<file path="src/ssort_pkg.sv">
package ssort_pkg;

  localparam int MAX_KEYS = 64;
  localparam int KEY_BITS = 32;
  localparam int IDX_W    = $clog2(MAX_KEYS);
  localparam int CNT_W    = $clog2(MAX_KEYS + 1);

  // configuration register indexes
  localparam int CFG_IDX_W = 2;
  localparam logic [CFG_IDX_W-1:0] CFG_DESCENDING  = 2'd0;
  localparam logic [CFG_IDX_W-1:0] CFG_SIGNED_KEYS = 2'd1;

  typedef struct packed {
    logic descending;
    logic signed_keys;
  } ssort_cfg_t;

  typedef enum logic [2:0] {
    ST_LOAD,
    ST_FETCH,
    ST_TEMP,
    ST_CMP,
    ST_PLACE,
    ST_ERD,
    ST_ELD,
    ST_EWAIT
  } ssort_state_t;

endpackage

</file>
<file path="src/ssort_ram.sv">
module ssort_ram #(
  parameter int DEPTH = 64,
  parameter int WIDTH = 32,
  parameter int AW    = $clog2(DEPTH)
) (
  input  logic             clk,
  input  logic             we,
  input  logic [AW-1:0]    waddr,
  input  logic [WIDTH-1:0] wdata,
  input  logic [AW-1:0]    raddr,
  output logic [WIDTH-1:0] rdata
);

  logic [WIDTH-1:0] mem [DEPTH];

  always_ff @(posedge clk) begin
    if (we) begin
      mem[waddr] <= wdata;
    end
  end

  always_ff @(posedge clk) begin
    rdata <= mem[raddr];
  end

endmodule

</file>
<file path="src/ssort_cmp.sv">
module ssort_cmp
  import ssort_pkg::*;
(
  input  logic [KEY_BITS-1:0] a,
  input  logic [KEY_BITS-1:0] b,
  input  ssort_cfg_t          cfg,
  output logic                out_of_order
);

  logic [KEY_BITS-1:0] oa;
  logic [KEY_BITS-1:0] ob;

  // flipping the sign bit maps two's complement order onto unsigned order
  always_comb begin
    oa = a;
    ob = b;
    if (cfg.signed_keys) begin
      oa[KEY_BITS-1] = ~a[KEY_BITS-1];
      ob[KEY_BITS-1] = ~b[KEY_BITS-1];
    end
    out_of_order = cfg.descending ? (oa < ob) : (oa > ob);
  end

endmodule

</file>
<file path="src/shell_sort_engine_core.sv">
// shell sort engine core
// input channel (in_valid/in_ready): one key per beat, in_last marks the
// final key of a set. keys are taken one per cycle while loading; keys past
// the 64-entry store are dropped and flagged on every result of that set.
// after the last beat the set is shell sorted in place (gaps n/2 down to 1)
// and then streamed out on the result channel (out_valid/out_ready), one
// beat per key, out_last_out on the final one, out_overflow on all of them.
// sort order is taken from the config registers as they stand when the
// last key is accepted (cfg_we/cfg_index/cfg_wdata, index 0 descending,
// index 1 signed keys).
// steps: each insertion step of the sort fetches its key (fetch, temp),
// compares it once per neighbor (cmp) and writes it with a place step when
// it sinks to the bottom; each result goes through ram read, output load
// and handoff, all paced by the single read and single write port of the
// key ram, and the next result is read only after the last one is taken.
// in_ready is low from the last key until the final result is taken; a
// stalled receiver simply holds the output register and the engine waits.
// reset empties the store, clears the drop flag and the config registers.
module shell_sort_engine_core
  import ssort_pkg::*;
(
  input  logic                 clk,
  input  logic                 rst_n,
  input  logic                 in_valid,
  output logic                 in_ready,
  input  logic [31:0]          in_key,
  input  logic                 in_last,
  output logic                 out_valid,
  input  logic                 out_ready,
  output logic [31:0]          out_sorted_key,
  output logic                 out_last_out,
  output logic                 out_overflow,
  input  logic                 cfg_we,
  input  logic [CFG_IDX_W-1:0] cfg_index,
  input  logic                 cfg_wdata
);

  ssort_state_t state_r, state_nxt;

  // live config registers and the copy used by the running sort
  ssort_cfg_t cfg_r, cfg_nxt;
  ssort_cfg_t sort_cfg_r, sort_cfg_nxt;

  logic [CNT_W-1:0]    count_r, count_nxt;
  logic                dropped_r, dropped_nxt;
  logic [IDX_W-1:0]    gap_r, gap_nxt;
  logic [CNT_W-1:0]    i_r, i_nxt;
  logic [IDX_W-1:0]    j_r, j_nxt;
  logic [IDX_W-1:0]    e_r, e_nxt;
  logic [KEY_BITS-1:0] temp_r, temp_nxt;
  logic [KEY_BITS-1:0] out_key_r, out_key_nxt;
  logic                out_last_r, out_last_nxt;
  logic                out_ovf_r, out_ovf_nxt;
  logic                out_valid_r, out_valid_nxt;

  // ram ports
  logic                ram_we;
  logic [IDX_W-1:0]    ram_waddr;
  logic [KEY_BITS-1:0] ram_wdata;
  logic [IDX_W-1:0]    ram_raddr;
  logic [KEY_BITS-1:0] ram_rdata;

  logic                ooo;
  logic                room;
  logic [CNT_W-1:0]    count_new;
  logic [IDX_W-1:0]    gap_load;
  logic [IDX_W-1:0]    j_dn;
  logic [CNT_W-1:0]    i_inc;
  logic [IDX_W-1:0]    gap_half;

  ssort_ram #(
    .DEPTH (MAX_KEYS),
    .WIDTH (KEY_BITS)
  ) u_ram (
    .clk   (clk),
    .we    (ram_we),
    .waddr (ram_waddr),
    .wdata (ram_wdata),
    .raddr (ram_raddr),
    .rdata (ram_rdata)
  );

  // stored neighbor one gap below vs the key being inserted
  ssort_cmp u_cmp (
    .a            (ram_rdata),
    .b            (temp_r),
    .cfg          (sort_cfg_r),
    .out_of_order (ooo)
  );

  assign room      = (count_r < CNT_W'(MAX_KEYS));
  assign count_new = room ? count_r + CNT_W'(1) : count_r;
  assign gap_load  = count_new[CNT_W-1:1];
  assign j_dn      = j_r - gap_r;
  assign i_inc     = i_r + CNT_W'(1);
  assign gap_half  = gap_r >> 1;

  assign in_ready       = (state_r == ST_LOAD);
  assign out_valid      = out_valid_r;
  assign out_sorted_key = out_key_r;
  assign out_last_out   = out_last_r;
  assign out_overflow   = out_ovf_r;

  always_comb begin
    state_nxt     = state_r;
    cfg_nxt       = cfg_r;
    sort_cfg_nxt  = sort_cfg_r;
    count_nxt     = count_r;
    dropped_nxt   = dropped_r;
    gap_nxt       = gap_r;
    i_nxt         = i_r;
    j_nxt         = j_r;
    e_nxt         = e_r;
    temp_nxt      = temp_r;
    out_key_nxt   = out_key_r;
    out_last_nxt  = out_last_r;
    out_ovf_nxt   = out_ovf_r;
    out_valid_nxt = out_valid_r;
    ram_we        = 1'b0;
    ram_waddr     = j_r;
    ram_wdata     = temp_r;
    ram_raddr     = j_dn;

    if (cfg_we) begin
      case (cfg_index)
        CFG_DESCENDING:  cfg_nxt.descending  = cfg_wdata;
        CFG_SIGNED_KEYS: cfg_nxt.signed_keys = cfg_wdata;
        default: ;
      endcase
    end

    // one insertion step is done: move to the next key or the next gap
    if ((state_r == ST_PLACE) || ((state_r == ST_CMP) && !ooo)) begin
      if (i_inc < count_r) begin
        i_nxt = i_inc;
      end else begin
        gap_nxt = gap_half;
        i_nxt   = {1'b0, gap_half};
      end
    end

    case (state_r)
      ST_LOAD: begin
        ram_waddr = count_r[IDX_W-1:0];
        ram_wdata = in_key[KEY_BITS-1:0];
        if (in_valid) begin
          ram_we      = room;
          count_nxt   = count_new;
          dropped_nxt = dropped_r | !room;
          if (in_last) begin
            sort_cfg_nxt = cfg_r;
            gap_nxt      = gap_load;
            i_nxt        = {1'b0, gap_load};
            e_nxt        = '0;
            state_nxt    = (gap_load == '0) ? ST_ERD : ST_FETCH;
          end
        end
      end
      ST_FETCH: begin
        ram_raddr = i_r[IDX_W-1:0];
        j_nxt     = i_r[IDX_W-1:0];
        state_nxt = ST_TEMP;
      end
      ST_TEMP: begin
        temp_nxt  = ram_rdata;
        ram_raddr = j_dn;
        state_nxt = ST_CMP;
      end
      ST_CMP: begin
        ram_we = 1'b1;
        if (ooo) begin
          // neighbor moves up one gap, the inserted key keeps sinking
          ram_wdata = ram_rdata;
          j_nxt     = j_dn;
          ram_raddr = j_dn - gap_r;
          state_nxt = (j_dn >= gap_r) ? ST_CMP : ST_PLACE;
        end else begin
          ram_wdata = temp_r;
          state_nxt = (i_inc < count_r) ? ST_FETCH :
                      (gap_half == '0)  ? ST_ERD : ST_FETCH;
        end
      end
      ST_PLACE: begin
        ram_we    = 1'b1;
        ram_wdata = temp_r;
        state_nxt = (i_inc < count_r) ? ST_FETCH :
                    (gap_half == '0)  ? ST_ERD : ST_FETCH;
      end
      ST_ERD: begin
        ram_raddr = e_r;
        state_nxt = ST_ELD;
      end
      ST_ELD: begin
        out_key_nxt   = ram_rdata;
        out_last_nxt  = (({1'b0, e_r} + CNT_W'(1)) == count_r);
        out_ovf_nxt   = dropped_r;
        out_valid_nxt = 1'b1;
        state_nxt     = ST_EWAIT;
      end
      ST_EWAIT: begin
        if (out_ready) begin
          out_valid_nxt = 1'b0;
          if (out_last_r) begin
            count_nxt   = '0;
            dropped_nxt = 1'b0;
            state_nxt   = ST_LOAD;
          end else begin
            e_nxt     = e_r + IDX_W'(1);
            state_nxt = ST_ERD;
          end
        end
      end
      default: state_nxt = ST_LOAD;
    endcase
  end

  always_ff @(posedge clk) begin
    if (!rst_n) begin
      state_r     <= ST_LOAD;
      cfg_r       <= '0;
      sort_cfg_r  <= '0;
      count_r     <= '0;
      dropped_r   <= 1'b0;
      gap_r       <= '0;
      i_r         <= '0;
      j_r         <= '0;
      e_r         <= '0;
      out_valid_r <= 1'b0;
    end else begin
      state_r     <= state_nxt;
      cfg_r       <= cfg_nxt;
      sort_cfg_r  <= sort_cfg_nxt;
      count_r     <= count_nxt;
      dropped_r   <= dropped_nxt;
      gap_r       <= gap_nxt;
      i_r         <= i_nxt;
      j_r         <= j_nxt;
      e_r         <= e_nxt;
      out_valid_r <= out_valid_nxt;
    end
  end

  // payload registers
  always_ff @(posedge clk) begin
    temp_r     <= temp_nxt;
    out_key_r  <= out_key_nxt;
    out_last_r <= out_last_nxt;
    out_ovf_r  <= out_ovf_nxt;
  end

endmodule

</file>
<file path="config.mk">
export PLATFORM = sky130hd
export DESIGN_NAME = shell_sort_engine_core
export DESIGN_NICKNAME = d
export VERILOG_FILES = /design/src/ssort_pkg.sv /design/src/ssort_ram.sv /design/src/ssort_cmp.sv /design/src/shell_sort_engine_core.sv
export SDC_FILE = /design/constraint.sdc
export NUM_CORES = 2
export LEC_CHECK = 0
export ABC_AREA = 1
export BUFFER_PORTS_ARGS = -buffer_cell sky130_fd_sc_hd__buf_4
export CORE_ASPECT_RATIO = 0.8
export CORE_UTILIZATION = 30
export DETAILED_ROUTE_END_ITERATION = 6
export PLACE_DENSITY = 0.42
export SYNTH_ARGS = -nofsm -noshare
export SYNTH_HDL_FRONTEND = slang
export SYNTH_HIERARCHICAL = 1
export SYNTH_SLANG_ARGS = --single-unit
</file>
<file path="constraint.sdc">
create_clock -name clk -period 10.8 [get_ports clk]
set_clock_uncertainty 0.05 [all_clocks]
set_input_delay 1.08 -clock clk [delete_from_list [all_inputs] [get_ports clk]]
set_output_delay 1.08 -clock clk [all_outputs]
set_load 0.1 [all_outputs]
</file>
After elaboration in Yosys (flattened, before gate mapping)
Memories as Yosys holds them, arrays and structs flattened. A register that Yosys moved wholly into a read port is not among the register bits.
Cells that the tools add are included.
W data, S select, Z words.
{"block": "classes", "add_sub_neg": 6, "order_cmp": 5, "eq_ne": 16, "muxes": 50, "n_bitwise": 3, "reduce_logical": 21}
{"operator": "$mux W6", "n": 12}
{"operator": "$pmux W32 S2", "n": 1}
{"operator": "$mux W7", "n": 9}
{"operator": "$gt A32 B32 Y1", "n": 1}
{"operator": "$lt A32 B32 Y1", "n": 1}
{"operator": "$mux W32", "n": 1}
{"operator": "$mux W3", "n": 9}
{"operator": "$pmux W3 S8", "n": 1}
{"operator": "$pmux W6 S2", "n": 2}
{"operator": "$pmux W6 S3", "n": 1}
{"operator": "$add A7 B1 Y7 const B", "n": 2}
{"operator": "$pmux W7 S2", "n": 1}
{"operator": "$eq A3 B3 Y1 const B", "n": 4}
{"operator": "$logic_not A6 Y1", "n": 2}
{"operator": "$sub A6 B6 Y6", "n": 2}
{"operator": "$mux W1", "n": 10}
{"operator": "$ne A2 B2 Y1 const B", "n": 5}
{"operator": "$reduce_and A5 Y1", "n": 2}
{"operator": "$reduce_and A2 Y1", "n": 4}
{"operator": "$add A6 B1 Y7 const B", "n": 1}
{"operator": "$eq A7 B7 Y1", "n": 1}
{"operator": "$lt A7 B7 Y1", "n": 1}
{"operator": "$lt A7 B7 Y1 const B", "n": 1}
{"operator": "$add A6 B1 Y6 const B", "n": 1}
{"operator": "other kinds (17)", "n": 26}
{"block": "word_totals", "ff_bits": 107, "ram_bits": 2048, "in_bits": 41, "output_inout_bits": 36, "word_cells": 119, "memories": 1}
{"memory": "u_ram.mem", "words": 64, "word_bits": 32, "rd": 1, "rd_ports_with_merged_regs": 1, "wr": 1, "line": "ssort_ram.sv:14", "text": "logic [WIDTH-1:0] mem [DEPTH];"}

Longest topological paths before layout
{"block": "depth", "word_depth": 11, "depth_mapped": 34, "mapped_depth_nobuf": 30}

Cells and area by module
Netlist, hierarchy kept.
{"module": "ssort_ram", "n_inst": 1, "cells_each": 6769, "area_each_um2": 82738.1, "seq_area_each_um2": 62139.6}
{"module": "shell_sort_engine_core", "n_inst": 1, "cells_each": 717, "area_each_um2": 5886.9, "seq_area_each_um2": 2802.7}
{"module": "ssort_cmp", "n_inst": 1, "cells_each": 157, "area_each_um2": 905.9, "seq_area_each_um2": 0.0}

Worst setup path after synthesis
No wires, ideal clock.
{"block": "synth_path", "path_type": "input to register", "from": "input port in_valid", "to": "memory u_ram.mem[48][0] (enable)", "setup_time_ns": 0.503, "arrival_ns": 5.094, "required_time_ns": 10.247, "path_slack_ns": 5.153, "stages": 7, "n_path_buf": 1, "cell_sequence": "inv_1 > nor2_8 > nand2_1 > nand3_1 > clkbuf_1 > nand4_1 > nor4_1"}
{"block": "synth_between", "elab_chain_len": 4}
{"element": "start: declaration", "line": "shell_sort_engine_core.sv:24", "text": "input logic in_valid,"}
{"element": "$mux W1", "line": "shell_sort_engine_core.sv:146", "text": "if (in_valid) begin"}
{"element": "$pmux W1 S2", "line": "shell_sort_engine_core.sv:142", "text": "case (state_r)"}
{"element": "named net ram_we", "line": "shell_sort_engine_core.sv:57", "text": "logic ram_we;"}
{"element": "$mux W1", "line": "ssort_ram.sv:17", "text": "if (we) begin"}
{"element": "$mux W1 (not written as such)", "line": "ssort_ram.sv:18", "text": "mem[waddr] <= wdata;"}
{"element": "end: declaration", "line": "ssort_ram.sv:14"}
The timed path passes the listed nets, and every way through them passes these cells.

Worst setup path in the final report
{"block": "layout_path", "from": "register u_ram.rdata[9], read port of u_ram.mem", "to": "register u_ram.rdata[16], read port of u_ram.mem"}
{"block": "layout_between", "elab_chain_len": 4, "word_cells_on_any_way": 5, "cone_classes": "order compare: 2; mux: 3"}
{"element": "start: declaration", "line": "ssort_ram.sv:11", "text": "output logic [WIDTH-1:0] rdata"}
{"element": "$gt A32 B32 Y1 / $lt A32 B32 Y1 (equally long branches)", "line": "ssort_cmp.sv:21", "text": "out_of_order = cfg.descending ? (oa < ob) : (oa > ob);"}
{"element": "$mux W1 (*)", "line": "ssort_cmp.sv:21"}
{"element": "named net ooo", "line": "shell_sort_engine_core.sv:63", "text": "logic ooo;"}
{"element": "$mux W6 (*)", "line": "shell_sort_engine_core.sv:171", "text": "if (ooo) begin"}
{"element": "$pmux W6 S3 (*)", "line": "shell_sort_engine_core.sv:142"}
{"element": "named net ram_raddr[2]", "line": "shell_sort_engine_core.sv:60", "text": "logic [IDX_W-1:0] ram_raddr;"}
Mark *: on every way through the listed nets, which the timed path passes. The rest lies on a longest branch.
A chain may end at the register's enable or synchronous reset.

==> impl_metrics.yaml <==
run:
  number_of_violations_of_the_max_capacitance_limit: 0
timing:
  transition_time_at_the_pin_with_the_least_slew_margin_ns: 1.23
  maxSlewViolCount: 0
  finalSetupTns_ns: 0
  grt_setup_unrepaired: "no"
  finalHoldViolCount: 0
  max_clk_rate_mhz: 137
  maxSlewHeadroom_pct: 18.2
  post-route-period-util_pct: 67.3
  final_period_minus_worst_setup_slack_ns: 7.27
  holdWs_ns: 0.411
  setup_viol_count_final: 0
status:
  failed_checks: "antenna rules"
  outcome: "finished, violations left"
die:
  fp.dieH_um: 491
  pin_count: 77
  floorplan_die_width_um: 613
  placement_rows: 179
  core_area_mm2: 0.297
  floorplan.initialDensity_pct: 30.1
  dieArea_mm2: 0.301
route:
  drt_pre_antenna_iters: 5
  drt-wirelength-per-cell_um: 26.5
  drt_iter0_drc: 6191
  drt-vias-per-instance: 5.10
  wl_um: 313000
  postRouteAntennaNets: 1
  routed-via-count: 60272
  drc: 0
final_layout:
  multi_input_area_mm2: 0.0224
  syn2layout_area_growth_pct: 13.7
  fraction_of_layout_cells_with_a_size_suffix_above_1_pct: 8.32
  nets: 7741
  finalInstanceArea_mm2: 0.102
  seqCellArea_mm2: 0.0649
  fillerInstances: 29518
worst_setup_path:
  crit_type: "flop to flop"
  cp_slowest_stage_delay_ns: 0.74
  required_ns: 11.56
  crit_path_start_kind: "flop"
  timing.critical_path.slowest_stage_cell: "nand2_2"
  critPathMostFrequentCell: "nand2_1"
  worst-endpoint-arrival_ns: 8.03
  end_kind: "flop"
  critPathMaxFanout: 57
clock_tree:
  postCtsHoldBufs: 0
  cts.reportedPaths.clkPinSlew_ns: 0.06
  clock_latency_ns: 0.90
  cts_htree_levels: 4
  tritoncts_num_sinks: 2187
  ctsRootBufferMaster: "clkbuf_16"
  postCtsSetupBuffers: 0
  cts_repair_resize_count: 0
  cts_tree: "done"
  buffer_levels_on_the_longest_clock_path: 4
  tritoncts.num_buffers: 236
synthesis:
  synth_edf_count: 2114
  post_synth.cell_area_avg_um2: 11.7
  flip_flop_and_latch_count_after_synthesis: 2187
  synthDominantAreaCellType: "edfxtp_1"
  yosysWarnings: 6
  synth-seq-area-share_pct: 72.5
  synth-main-ff-cell: "edfxtp_1"
  post_synth_inst_count: 7643
  synth_top_area_share_pct: 70.9
  ys_types: 43
  syn_nets: 7737
  syn-cell-area_mm2: 0.0895
  async_flop_share_pct: 0
  synth_top_cells_by_area: "edfxtp_1, nand3_1, nand2_1, dfxtp_1, buf_2"
min_path:
  min_path_type: "input pin to flop"
global_route:
  grt_pass1_wl_um: 442000
  antenna_violations_before_repair: 19
  grt_pass1_vias: 56774
  overflow: 0
  grtUsageTotal_pct: 20.4
  pin_count_of_the_biggest_net_entering_global_routing: 186
placed_design:
  gp_congestion: 0.805
  port-buffer-count: 76
  dp_hpwl_um: 165000
  placement.cell_area_mm2: 0.0949
-- synth_stat cells (5+ instances only) --
cell type,n
a21oi_1,42
a31oi_1,8
inv_2,5
xor2_1,17
nor4_1,8
ha_1,51
dfxtp_1,73
clkbuf_1,89
buf_4,47
inv_1,124
nand4_1,19
buf_2,290
buf_1,40
nand3_1,2008
buf_6,5
o21ai_0,38
nor3_1,8
nor2_1,113
nand2_1,2492
a22oi_1,5
nor2_2,5
edfxtp_1,2114
-- placed cells by master, fill, tap and decap left out, drive strengths merged --
master and count:
a211oi 1, a21o 2, a21oi 43, a22oi 5, a31oi 8, buf 239
bufinv 5, clkbuf 321, clkinv 85, clkinvlp 4, dfxtp 73, diode 18
edfxtp 2114, fa 2, ha 51, inv 134, nand2 2500, nand3 2008
nand3b 4, nand4 19, nor2 123, nor3 8, nor4 8, o2111ai 2
o211ai 1, o21ai 41, o221ai 3, o22ai 1, or2 2, xnor2 2
xor2 17
-- per-layer routing --
metal	track usage (%)	vias to the layer above	wire (um)
met5	0.367	-	152
met4	4.14	2	5500
met3	4.10	294	24000
met2	28.7	2052	130000
met1	32.0	30833	154000
li1	-	27091	-
-- worst max-delay path, delay by kind of cell, from the launching register on --
family                   cells  cell delay [ns]
AO/OA/AOI/OAI                2             0.57
AND/OR/NAND/NOR             17             3.39
buffers and inverters        5             1.89
adder cells (fa/ha/maj)      1             0.35
flip-flops                   1             0.69
-- worst paths after layout --
kind,start,end,slack [ns],depth (start not counted)
hold reg to reg,dropped_r,out_overflow,0.44,0
hold / removal,cfg_wdata,cfg_r[1],0.41,3
setup reg to reg,u_ram/rdata[9],u_ram/rdata[16],3.53,25
setup / recovery,u_ram/rdata[9],u_ram/rdata[16],3.53,25
-- area by class of cell --
class / instances / area share [%]
multi-input combinational: 4851 / 22.0
sequential: 2187 / 63.8
clock buffer: 321 / 6.15
timing repair buffer: 239 / 1.98
inverter: 132 / 0.527
antenna: 18 / 0.0442
clock inverter: 96 / 0.608
tap: 3982 / 4.89
-- registers in the layout, summed over array words and instances (netlist names) --
register        count
out_overflow        1
out_last_out        1
cfg_r               2
out_sorted_key     32
dropped_r           1
count_r             7
temp_r             32
gap_r               6
e_r                 6
out_valid           1
sort_cfg_r          2
i_r                 7
j_r                 6
u_ram/rdata        32
u_ram/mem        2048
state_r             3
-- stage by stage --
stage               setup WS [ns]  util (%)  instances
global placement             3.72      32.0      11391
CTS                          3.66      34.3      11808
finish                       3.53      34.3      11826
floorplan                    5.15         -       7643
detailed placement           3.74      32.0      11391
global route                 3.07      34.3      11809
-- cells by family after synthesis --
logic type / count (synthesis) / share of synthesized area [%]
adders and majority gates: 53 / 0.757
and+or+nand+nor: 4672 / 22.6
DFF: 2187 / 72.5
xor gates and xnor gates: 19 / 0.186
buffers and inverters: 605 / 3.21
AOI/OAI and AO/OA: 107 / 0.674
Power is left out: the tool's default activity adds up to more than one toggle a clock period on the data nets, which glitch-free logic cannot reach.
